--- config.mk ---
export PLATFORM = sky130hd
export DESIGN_NAME = json_string_unescape
export DESIGN_NICKNAME = d
export VERILOG_FILES = /design/src/hw/rtl/jsu_pkg.sv /design/src/hw/rtl/json_string_unescape.sv
export SDC_FILE = /design/constraint.sdc
export NUM_CORES = 1
export LEC_CHECK = 0
export BUFFER_PORTS_ARGS = -buffer_cell sky130_fd_sc_hd__buf_2
export CAP_MARGIN = 25
export CORE_UTILIZATION = 40
export DETAILED_ROUTE_END_ITERATION = 12
export GPL_ROUTABILITY_DRIVEN = 1
export SLEW_MARGIN = 0
export SYNTH_ARGS = -nofsm -noshare
export SYNTH_HDL_FRONTEND = slang
export SYNTH_SLANG_ARGS = --single-unit
export TNS_END_PERCENT = 30
--- constraint.sdc ---
create_clock -name clk -period 3.25 [get_ports clk]
set_input_delay 0.325 -clock clk [delete_from_list [all_inputs] [get_ports clk]]
set_output_delay 0.325 -clock clk [all_outputs]
set_load 0.02 [all_outputs]
--- src/hw/rtl/jsu_pkg.sv ---
// ============================================================================
// jsu_pkg: shared types and constants for the JSON string unescaper
// Holds the payload structs, the status codes and the character constants
// used by the decoder.
// ============================================================================
`default_nettype none

package jsu_pkg;

  // Input payload: one raw byte of JSON text.
  typedef struct packed {
    logic [7:0] in_byte;
    logic       end_of_input;
  } in_item_t;

  // Result payload: an optional decoded byte and an optional status.
  typedef struct packed {
    logic       byte_valid;
    logic [7:0] out_byte;
    logic       done_res;
    logic [1:0] status;
  } out_item_t;

  // Status codes.
  localparam logic [1:0] ST_OK        = 2'd0;
  localparam logic [1:0] ST_NO_QUOTE  = 2'd1;
  localparam logic [1:0] ST_BAD_HEX   = 2'd2;
  localparam logic [1:0] ST_TRUNCATED = 2'd3;

  // Characters with a special meaning in the string syntax.
  localparam logic [7:0] CH_QUOTE     = 8'h22;
  localparam logic [7:0] CH_BACKSLASH = 8'h5C;
  localparam logic [7:0] CH_LOWER_U   = 8'h75;
  localparam logic [7:0] CH_LOWER_N   = 8'h6E;
  localparam logic [7:0] CH_LOWER_R   = 8'h72;
  localparam logic [7:0] CH_LOWER_T   = 8'h74;
  localparam logic [7:0] CH_LOWER_B   = 8'h62;
  localparam logic [7:0] CH_LOWER_F   = 8'h66;
  localparam logic [7:0] CH_QMARK     = 8'h3F;

  // Control codes produced by the single-letter escapes.
  localparam logic [7:0] CC_LF = 8'h0A;
  localparam logic [7:0] CC_CR = 8'h0D;
  localparam logic [7:0] CC_HT = 8'h09;
  localparam logic [7:0] CC_BS = 8'h08;
  localparam logic [7:0] CC_FF = 8'h0C;

  // Number of hex digits in a unicode escape, minus one.
  localparam logic [1:0] HEX_LAST_DIGIT = 2'd3;

endpackage : jsu_pkg

`default_nettype wire

--- src/hw/rtl/json_string_unescape.sv ---
// ============================================================================
// json_string_unescape: streaming JSON string value decoder
// Consumes one byte of JSON text per transaction, starting at the opening
// quote, and produces decoded characters and a final status.
// ============================================================================
//
//   Channel  Direction  Handshake            Payload
//   -------  ---------  -------------------  -------------------------------
//   in_      input      in_valid/in_ready    in_data  (jsu_pkg::in_item_t)
//   out_     output     out_valid/out_ready  out_data (jsu_pkg::out_item_t)
//
// One input transaction is taken per cycle. The parser state is updated at
// the clock edge that accepts the byte, and any result is written into the
// output register at that same edge. Bytes that produce no result (opening
// quote, backslash, 'u' and the first three hex digits) only update the state.
// The only thing that stalls input is a result held in the output register
// that the consumer has not yet taken. Reset (rst_n low, synchronous) returns
// the parser to idle and empties the output register.
`default_nettype none

module json_string_unescape (
  input  wire logic               clk,
  input  wire logic               rst_n,
  input  wire logic               in_valid,
  output logic                    in_ready,
  input  wire jsu_pkg::in_item_t  in_data,
  output logic                    out_valid,
  input  wire logic               out_ready,
  output jsu_pkg::out_item_t      out_data
);

  import jsu_pkg::*;

  // Parser modes: waiting for the opening quote, inside the string body,
  // right after a backslash, and collecting the digits of a unicode escape.
  typedef enum logic [1:0] {
    MODE_IDLE = 2'd0,
    MODE_BODY = 2'd1,
    MODE_ESC  = 2'd2,
    MODE_HEX  = 2'd3
  } mode_t;

  mode_t      mode_r, mode_nxt;
  logic [1:0] hex_cnt_r, hex_cnt_nxt;
  // Only three digits are ever held: the fourth is combined on the fly.
  logic [11:0] acc_r, acc_nxt;

  logic       out_valid_r;
  out_item_t  out_data_r;

  logic       in_fire;
  logic       has_res;
  out_item_t  res;

  logic [7:0] ch;
  logic       last;
  logic       hex_ok;
  logic [3:0] hex_dv;
  logic [7:0] esc_char;
  logic [7:0] uni_char;

  assign ch   = in_data.in_byte;
  assign last = in_data.end_of_input;

  // The output register can take a new result when it is empty or being
  // drained in this same cycle.
  assign in_ready  = !out_valid_r || out_ready;
  assign in_fire   = in_valid && in_ready;
  assign out_valid = out_valid_r;
  assign out_data  = out_data_r;

  // Hex digit decode.
  always_comb begin
    hex_ok = 1'b1;
    hex_dv = 4'd0;
    if (ch >= 8'h30 && ch <= 8'h39) begin
      hex_dv = 4'(ch - 8'h30);
    end else if (ch >= 8'h61 && ch <= 8'h66) begin
      hex_dv = 4'(ch - 8'h57);
    end else if (ch >= 8'h41 && ch <= 8'h46) begin
      hex_dv = 4'(ch - 8'h37);
    end else begin
      hex_ok = 1'b0;
    end
  end

  // Single-letter escapes; any other byte stands for itself.
  always_comb begin
    case (ch)
      CH_LOWER_N: esc_char = CC_LF;
      CH_LOWER_R: esc_char = CC_CR;
      CH_LOWER_T: esc_char = CC_HT;
      CH_LOWER_B: esc_char = CC_BS;
      CH_LOWER_F: esc_char = CC_FF;
      default:    esc_char = ch;
    endcase
  end

  // The full code is {acc_r, hex_dv}; it fits in seven bits exactly when
  // the top nine bits are zero. Larger codes are replaced by a question mark.
  assign uni_char = (acc_r[11:3] == 9'd0) ? {acc_r[3:0], hex_dv} : CH_QMARK;

  // Next-state and result logic for the accepted byte.
  always_comb begin
    mode_nxt    = mode_r;
    hex_cnt_nxt = hex_cnt_r;
    acc_nxt     = acc_r;
    has_res     = 1'b0;
    res         = '0;

    case (mode_r)
      MODE_IDLE: begin
        if (ch != CH_QUOTE) begin
          has_res      = 1'b1;
          res.done_res = 1'b1;
          res.status   = ST_NO_QUOTE;
        end else if (last) begin
          has_res      = 1'b1;
          res.done_res = 1'b1;
          res.status   = ST_TRUNCATED;
        end else begin
          mode_nxt = MODE_BODY;
        end
      end

      MODE_BODY: begin
        if (ch == CH_QUOTE) begin
          has_res      = 1'b1;
          res.done_res = 1'b1;
          res.status   = ST_OK;
        end else if (ch == CH_BACKSLASH) begin
          if (last) begin
            has_res      = 1'b1;
            res.done_res = 1'b1;
            res.status   = ST_TRUNCATED;
          end else begin
            mode_nxt = MODE_ESC;
          end
        end else begin
          has_res        = 1'b1;
          res.byte_valid = 1'b1;
          res.out_byte   = ch;
          res.done_res   = last;
          res.status     = last ? ST_TRUNCATED : ST_OK;
        end
      end

      MODE_ESC: begin
        if (ch == CH_LOWER_U) begin
          if (last) begin
            has_res      = 1'b1;
            res.done_res = 1'b1;
            res.status   = ST_TRUNCATED;
          end else begin
            mode_nxt    = MODE_HEX;
            hex_cnt_nxt = 2'd0;
            acc_nxt     = '0;
          end
        end else begin
          mode_nxt       = MODE_BODY;
          has_res        = 1'b1;
          res.byte_valid = 1'b1;
          res.out_byte   = esc_char;
          res.done_res   = last;
          res.status     = last ? ST_TRUNCATED : ST_OK;
        end
      end

      MODE_HEX: begin
        // Truncation is checked before the digit itself.
        if (last && (hex_cnt_r != HEX_LAST_DIGIT)) begin
          has_res      = 1'b1;
          res.done_res = 1'b1;
          res.status   = ST_TRUNCATED;
        end else if (!hex_ok) begin
          has_res      = 1'b1;
          res.done_res = 1'b1;
          res.status   = ST_BAD_HEX;
        end else if (hex_cnt_r != HEX_LAST_DIGIT) begin
          acc_nxt     = {acc_r[7:0], hex_dv};
          hex_cnt_nxt = hex_cnt_r + 2'd1;
        end else begin
          mode_nxt       = MODE_BODY;
          hex_cnt_nxt    = 2'd0;
          acc_nxt        = '0;
          has_res        = 1'b1;
          res.byte_valid = 1'b1;
          res.out_byte   = uni_char;
          res.done_res   = last;
          res.status     = last ? ST_TRUNCATED : ST_OK;
        end
      end

      default: begin
        mode_nxt = MODE_IDLE;
      end
    endcase

    // Any status ends the string and sends the parser back to idle.
    if (has_res && res.done_res) begin
      mode_nxt    = MODE_IDLE;
      hex_cnt_nxt = 2'd0;
      acc_nxt     = '0;
    end
  end

  // Parser state and the output register.
  always_ff @(posedge clk) begin
    if (!rst_n) begin
      mode_r      <= MODE_IDLE;
      hex_cnt_r   <= 2'd0;
      acc_r       <= '0;
      out_valid_r <= 1'b0;
    end else begin
      if (in_fire) begin
        mode_r    <= mode_nxt;
        hex_cnt_r <= hex_cnt_nxt;
        acc_r     <= acc_nxt;
      end
      if (in_ready) begin
        out_valid_r <= in_fire && has_res;
      end
    end
  end

  always_ff @(posedge clk) begin
    if (in_fire && has_res) begin
      out_data_r <= res;
    end
  end

  // A counted hex digit only exists while a unicode escape is open.
  a_cnt_only_in_hex: assert property (@(posedge clk) disable iff (!rst_n)
    (hex_cnt_r != 2'd0) |-> (mode_r == MODE_HEX))
    else $error("hex digit count set outside a unicode escape");

  // A transaction that ends the string leaves the parser idle.
  a_done_goes_idle: assert property (@(posedge clk) disable iff (!rst_n)
    (in_fire && has_res && res.done_res) |=> (mode_r == MODE_IDLE))
    else $error("parser not idle after a final status");

  // Without an end of string the status field stays zero.
  a_status_zero: assert property (@(posedge clk) disable iff (!rst_n)
    (out_valid_r && !out_data_r.done_res) |-> (out_data_r.status == ST_OK))
    else $error("status set on a result that does not end the string");

  // Without a character the byte field stays zero.
  a_byte_zero: assert property (@(posedge clk) disable iff (!rst_n)
    (out_valid_r && !out_data_r.byte_valid) |-> (out_data_r.out_byte == 8'd0))
    else $error("byte set on a result without a character");

  // Every result carries a character, a status, or both.
  a_result_nonempty: assert property (@(posedge clk) disable iff (!rst_n)
    out_valid_r |-> (out_data_r.byte_valid || out_data_r.done_res))
    else $error("empty result in the output register");

endmodule : json_string_unescape

`default_nettype wire

==> results.toml, run 1 <==
[worst_setup_path]
regToRegSetupSlack_ps = 740
crit_required_ps = 3460
critPathCaptureType = "flip-flop"
crit_fanout = 15
critPathLaunch = "mode_r[1]"
setup.worst_path.end = "acc_r[7]"
r2r_cells = 8
r2r-end = "acc_r[7]"
r2r-start = "mode_r[1]"
arrival_ps = 2720
worstSetupStartpointType = "flip-flop"
crit_type = "flip-flop to flip-flop"

[finish]
area_delta_synth_final_pct = 15.15
fin_area_um2 = 2321
drive_above_1_share_pct = 17.76
diodes = 0
nNetsFinal = 282
layout_common_cells = "nand2_1 (40), buf_2 (26), o21ai_0 (23), dfxtp_1 (17), nor2_1 (14)"
mostFrequentLayoutCell = "nand2_1"

[floorplan]
ioPinCount = 27
initial_utilization_pct = 42.12
dieWidth_um = 72.99
coreArea_um2 = 4786
rows = 25
dieArea_um2 = 5327
die_h_um = 72.99

[clock_network]
cts_resized = 0
post_cts_buffers = 0
numCtsBuffers = 5
ctsHoldBuffers = 0
clk_pin_slew_ps = 60
cts-root-buf = "clkbuf_8"
clock_sinks = 29
clkLatencyLatePin_ps = 280
cts_max_path_buffers = 2
cts_tree = "built"
h-tree-depth = 2

[placement]
dp_hpwl_um = 3484
placed_area_um2 = 2207
port_buffers = 26
place_congestion = 0.8563

[synth]
ys_warn_count = 0
ys_seq_elements = 29
synthFlopType = "dfxtp_1"
seq_area_frac_synth_pct = 34.76
synth.distinct_cells = 55
syn_nets = 256
synth_area_per_cell_um2 = 8.688
async_flop_share_pct = 0
synth_area_um2 = 2016
synth_edf_count = 12
synth_cells = 232

[detailed_routing]
detail_route.wl_per_cell_um = 14.58
drt_wl_total_um = 4752
drc = 0
drt_iter0_markers = 157
firstDrtPassIters = 4
vias = 1792
ant_nets = 0
vias_per_cell = 5.497

[global_route]
track_usage_pct = 19.23
global_route.usage.met3_pct = 4.420
grt_max_degree = 22
grt_pass1_vias = 1605
grt_util_met1_pct = 25.45
grt_util_met2_pct = 30.14
gr-max-usage-layer = "met2"
antenna_found_initial = 0
gr-total-overflow = 0
grt_pass1_wl_um = 7803

[sta]
finClkSkew_ps = 6.498
hold_violations = 0
fin_crit_ps = 2506
setup_viol = 0
fin_crit_sh_pct = 77.12
tns_ps = 0
clock.fmax_mhz = 399.0
worst_pin_slew_ps = 598.8
relSlewSlack_pct = 59.05
drv_slew = 0
rsz0062_at_grt = "no"
hold_ws_ps = 381.7

[outcome]
status = "complete, no violations"

[pwr]
peakVddDrop_uv = 217.0
power_density_nw_per_um2 = 362.9
total_power_w = 0.0008422
p_leak_nw = 0.8901

[min_path]
hp-class = "input pin to flip-flop"

[run]
drv_cap = 0
-- where the power goes --
group          internal [W]  total [W]  leakage, nW  switching, W
clock              0.000218   0.000362       0.0599      0.000143
sequential         0.000385   0.000387        0.252    0.00000139
combinational     0.0000325  0.0000939        0.578     0.0000614
-- worst max-delay path, stage by stage, from the launching register on --
cell and delay [ps]:
dfxtp_1 330, inv_1 130, ha_1 550, or4_1 210
o21ai_0 100, a211o_1 380, a221oi_4 230, buf_4 280
mux2i_1 210
-- cell usage after synthesis, types with 4 or more instances --
master     n  share of area, %
clkbuf_1   7               1.3
nand4_1    4               1.2
inv_1     12               2.2
a31oi_1    6               1.9
dfxtp_1   17                17
mux2i_1   13               6.5
a211oi_1   4               1.5
a21oi_1    7               1.7
nand2_1   40               7.4
ha_1      11               6.8
nor2_1    14               2.6
o21ai_0   23               5.7
edfxtp_1  12                18
nor3_1     6               1.5
-- worst min path at each step --
stage	cells past startpoint	startpoint	end
2_1_floorplan	2	acc_r[11]	acc_r[11]
3_3_place_gp	2	acc_r[8]	acc_r[8]
3_5_place_dp	2	acc_r[11]	acc_r[11]
4_1_cts	3	out_ready	out_valid
5_1_grt	3	out_ready	out_valid
6_report	3	out_ready	out_valid
-- cells by family after synthesis --
group | Yosys count | synth area share, %
AOI/OAI and AO/OA | 62 | 21.91
xor gates and xnor gates | 2 | 0.8692
adders and majority gates | 11 | 6.828
buffers and inverters | 21 | 4.345
DFF | 29 | 34.76
muxes | 13 | 6.455
and+or+nand+nor | 94 | 24.83
-- state kept, by name (all words and copies together) (netlist names) --
signal	cells
mode_r	2
hex_cnt_r	2
acc_r	12
out_data	12
out_valid	1
-- cell type report --
| class | count | area [um^2] |
|---|---|---|
| Clock buffer | 7 | 107.6 |
| Clock inverter | 1 | 6.256 |
| Fill cell | 456 | 2465 |
| Inverter | 12 | 45.04 |
| Multi-Input combinational cell | 182 | 1232 |
| Sequential cell | 29 | 700.7 |
| Tap cell | 67 | 83.83 |
| Timing Repair Buffer | 28 | 145.1 |
-- per-stage QoR --
stage	cells	util [%]	setup WS, ps
after floorplan	232	-	537.7
after global placement	318	46.12	731.0
after detailed placement	318	46.12	644.2
after CTS	326	48.50	737.9
after global routing	326	48.50	565.2
final	326	48.50	743.6
-- per-layer routing --
metal / vias to the layer above / wire, um
met4: 0 / 104
met1: 818 / 2254
met3: 13 / 247
met5: - / 0
met2: 55 / 2146
li1: 906 / -
No activity file was read; power rests on OpenSTA's default activity.
==> run 2: changes to the inputs <==
==> constraint.sdc (replaced) <==
create_clock -name clk -period 2.2 [get_ports clk]
set_input_delay 0.22 -clock clk [delete_from_list [all_inputs] [get_ports clk]]
set_output_delay 0.22 -clock clk [all_outputs]
set_load 0.02 [all_outputs]
==> run 2 against run 1 <==
  * Fmax is 18% higher
  * Highest routed layer unchanged
  * Setup slack got worse by 670 ps
  * Via count grew 9.2%
  * Total power up 42%
  * Clock skew is 3.2 ps lower
==> results.toml, run 2 (synthesis results as in run 1) <==
[outcome]
status = "complete, no violations"

[worst_setup_path]
r2r-end = "hex_cnt_r[0]"
r2r_cells = 7
crit_type = "flip-flop to flip-flop"
cp_slowest_cell = "or4_1"
worstSetupStartpointType = "flip-flop"
r2r-start = "mode_r[0]"
regToRegSetupSlack_ps = 80
arrival_ps = 2310
crit_fanout = 4
crit_required_ps = 2390
critPathCaptureType = "flip-flop"
crit_chain = "buf_4 -> ha_1 -> or4_1 -> o21ai_2 -> nor2_1 -> or4_4 -> o32ai_1"
max_stage_delay_ps = 520

[finish]
fillerInstances = 440
nNetsFinal = 321
mostFrequentLayoutCell = "nand2_1"
drive_above_1_share_pct = 32.21
diodes = 0
area_delta_synth_final_pct = 34.76
fin_area_um2 = 2716
layout_common_cells = "nand2_1 (40), buf_4 (37), buf_2 (26), o21ai_0 (22), dfxtp_1 (16)"

[sta]
relSlewSlack_pct = 65.58
setup_viol = 0
fin_crit_ps = 2124
drv_slew = 0
fin_crit_sh_pct = 96.54
hold_violations = 0
hold_ws_ps = 276.2
clock.fmax_mhz = 470.8
finClkSkew_ps = 3.301
rsz0062_at_grt = "yes"
worst_pin_slew_ps = 510.9

[pwr]
peakVddDrop_uv = 312.8
p_clk_share_pct = 37.1
p_leak_nw = 1.096
switching_power_w = 0.0002914
power_density_nw_per_um2 = 439.8
pwr-share-seq_pct = 47.8
switching_share_pct = 24.40
intPower_w = 0.0009032
comb_power_share_pct = 15.1

[min_path]
min-delay-start = "out_ready"
min_path_cells = 3
min_to = "out_valid"
hp-class = "input pin to flip-flop"

[clock_network]
clkLatencyLatePin_ps = 280
cts_tree = "built"
ctsHoldBuffers = 0
numCtsBuffers = 5
clock_sinks = 29
clk_pin_slew_ps = 60
cts-root-buf = "clkbuf_8"
cts_max_path_buffers = 2
h-tree-depth = 2

[detailed_routing]
vias_per_cell = 5.359
drt_wl_total_um = 5229
vias = 1956
detail_route.wl_per_cell_um = 14.33
firstDrtPassIters = 4
drt_iter0_markers = 126
drc = 0
ant_nets = 0

[floorplan]
rows = 25
dieArea_um2 = 5327
coreArea_um2 = 4786
die_h_um = 72.99
ioPinCount = 27
dieWidth_um = 72.99
initial_utilization_pct = 42.12

[global_route]
gr-total-overflow = 0
grt_pass1_vias = 1824
track_usage_pct = 20.22
grt_max_degree = 21
antenna_found_initial = 0
grt_pass1_wl_um = 8217

[placement]
port_buffers = 26
place_congestion = 0.9136
dp_hpwl_um = 3974
placed_area_um2 = 2517

[run]
drv_cap = 0
[run 2: through the flow]
step | setup TNS (ps) | std cells | setup slack [ps] | util, % | power (W)
floorplan | 0 | 232 | 38.94 | - | 0.0006756
CTS | 0 | 363 | 70.59 | 54.48 | 0.001194
global route | -244.3 | 365 | -68.15 | 56.76 | 0.001239
detailed placement | -987.6 | 355 | -100.5 | 52.60 | 0.0007516
global placement | -585.7 | 355 | -67.21 | 52.60 | 0.0007522
finish | 0 | 365 | 76.05 | 56.76 | 0.001195
[run 2: layer usage]
metal  GRT usage (%)  wire length, um
met1           26.01             2414
met3           5.249              258
met4           6.318               51
met2           33.02             2505
met5               0                0
[run 2: worst max-delay path by stage]
stage / cells after the start / start / to / slack, ps
2_1_floorplan: 9 / in_data[1] / acc_r[0] / 40
3_3_place_gp: 10 / in_data[1] / acc_r[6] / -70
3_5_place_dp: 10 / in_data[1] / acc_r[6] / -100
4_1_cts: 7 / mode_r[0] / hex_cnt_r[0] / 70
5_1_grt: 9 / mode_r[1] / mode_r[1] / -70
6_report: 7 / mode_r[0] / hex_cnt_r[0] / 80
[run 2: critical path: cells and delay by family (launching register included)]
kind | cells | cell delay (ps)
compound gates | 2 | 340
fa+ha+maj | 1 | 210
buf+inv | 1 | 150
flops | 1 | 320
simple gates | 3 | 1000
[run 2: area by class of cell]
| type | count | area [um^2] | area share (%) |
|---|---|---|---|
| Sequential cell | 29 | 701.9 | 25.84 |
| Inverter | 12 | 45.04 | 1.658 |
| Timing Repair Buffer | 67 | 484.2 | 17.83 |
| Multi-Input combinational cell | 182 | 1311 | 48.27 |
| Tap cell | 67 | 83.83 | 3.086 |
| Clock buffer | 8 | 90.09 | 3.316 |
[run 2: repair_timing]
item                                   in CTS  in global routing
endpoints found under the hold margin       0                  0
setup endpoints to repair                   0                 17
resized for setup                           0                 19
setup buffers                               0                  1
[run 2: power by group through the flow]
stage	sequential, W	combinational [W]	clock [W]
after CTS	0.000572	0.000169	0.000454
after global routing	0.000572	0.000195	0.000472
final	0.000572	0.000180	0.000443
after global placement	0.000583	0.000169	0
after detailed placement	0.000583	0.000169	0
after floorplan	0.000597	0.0000784	0
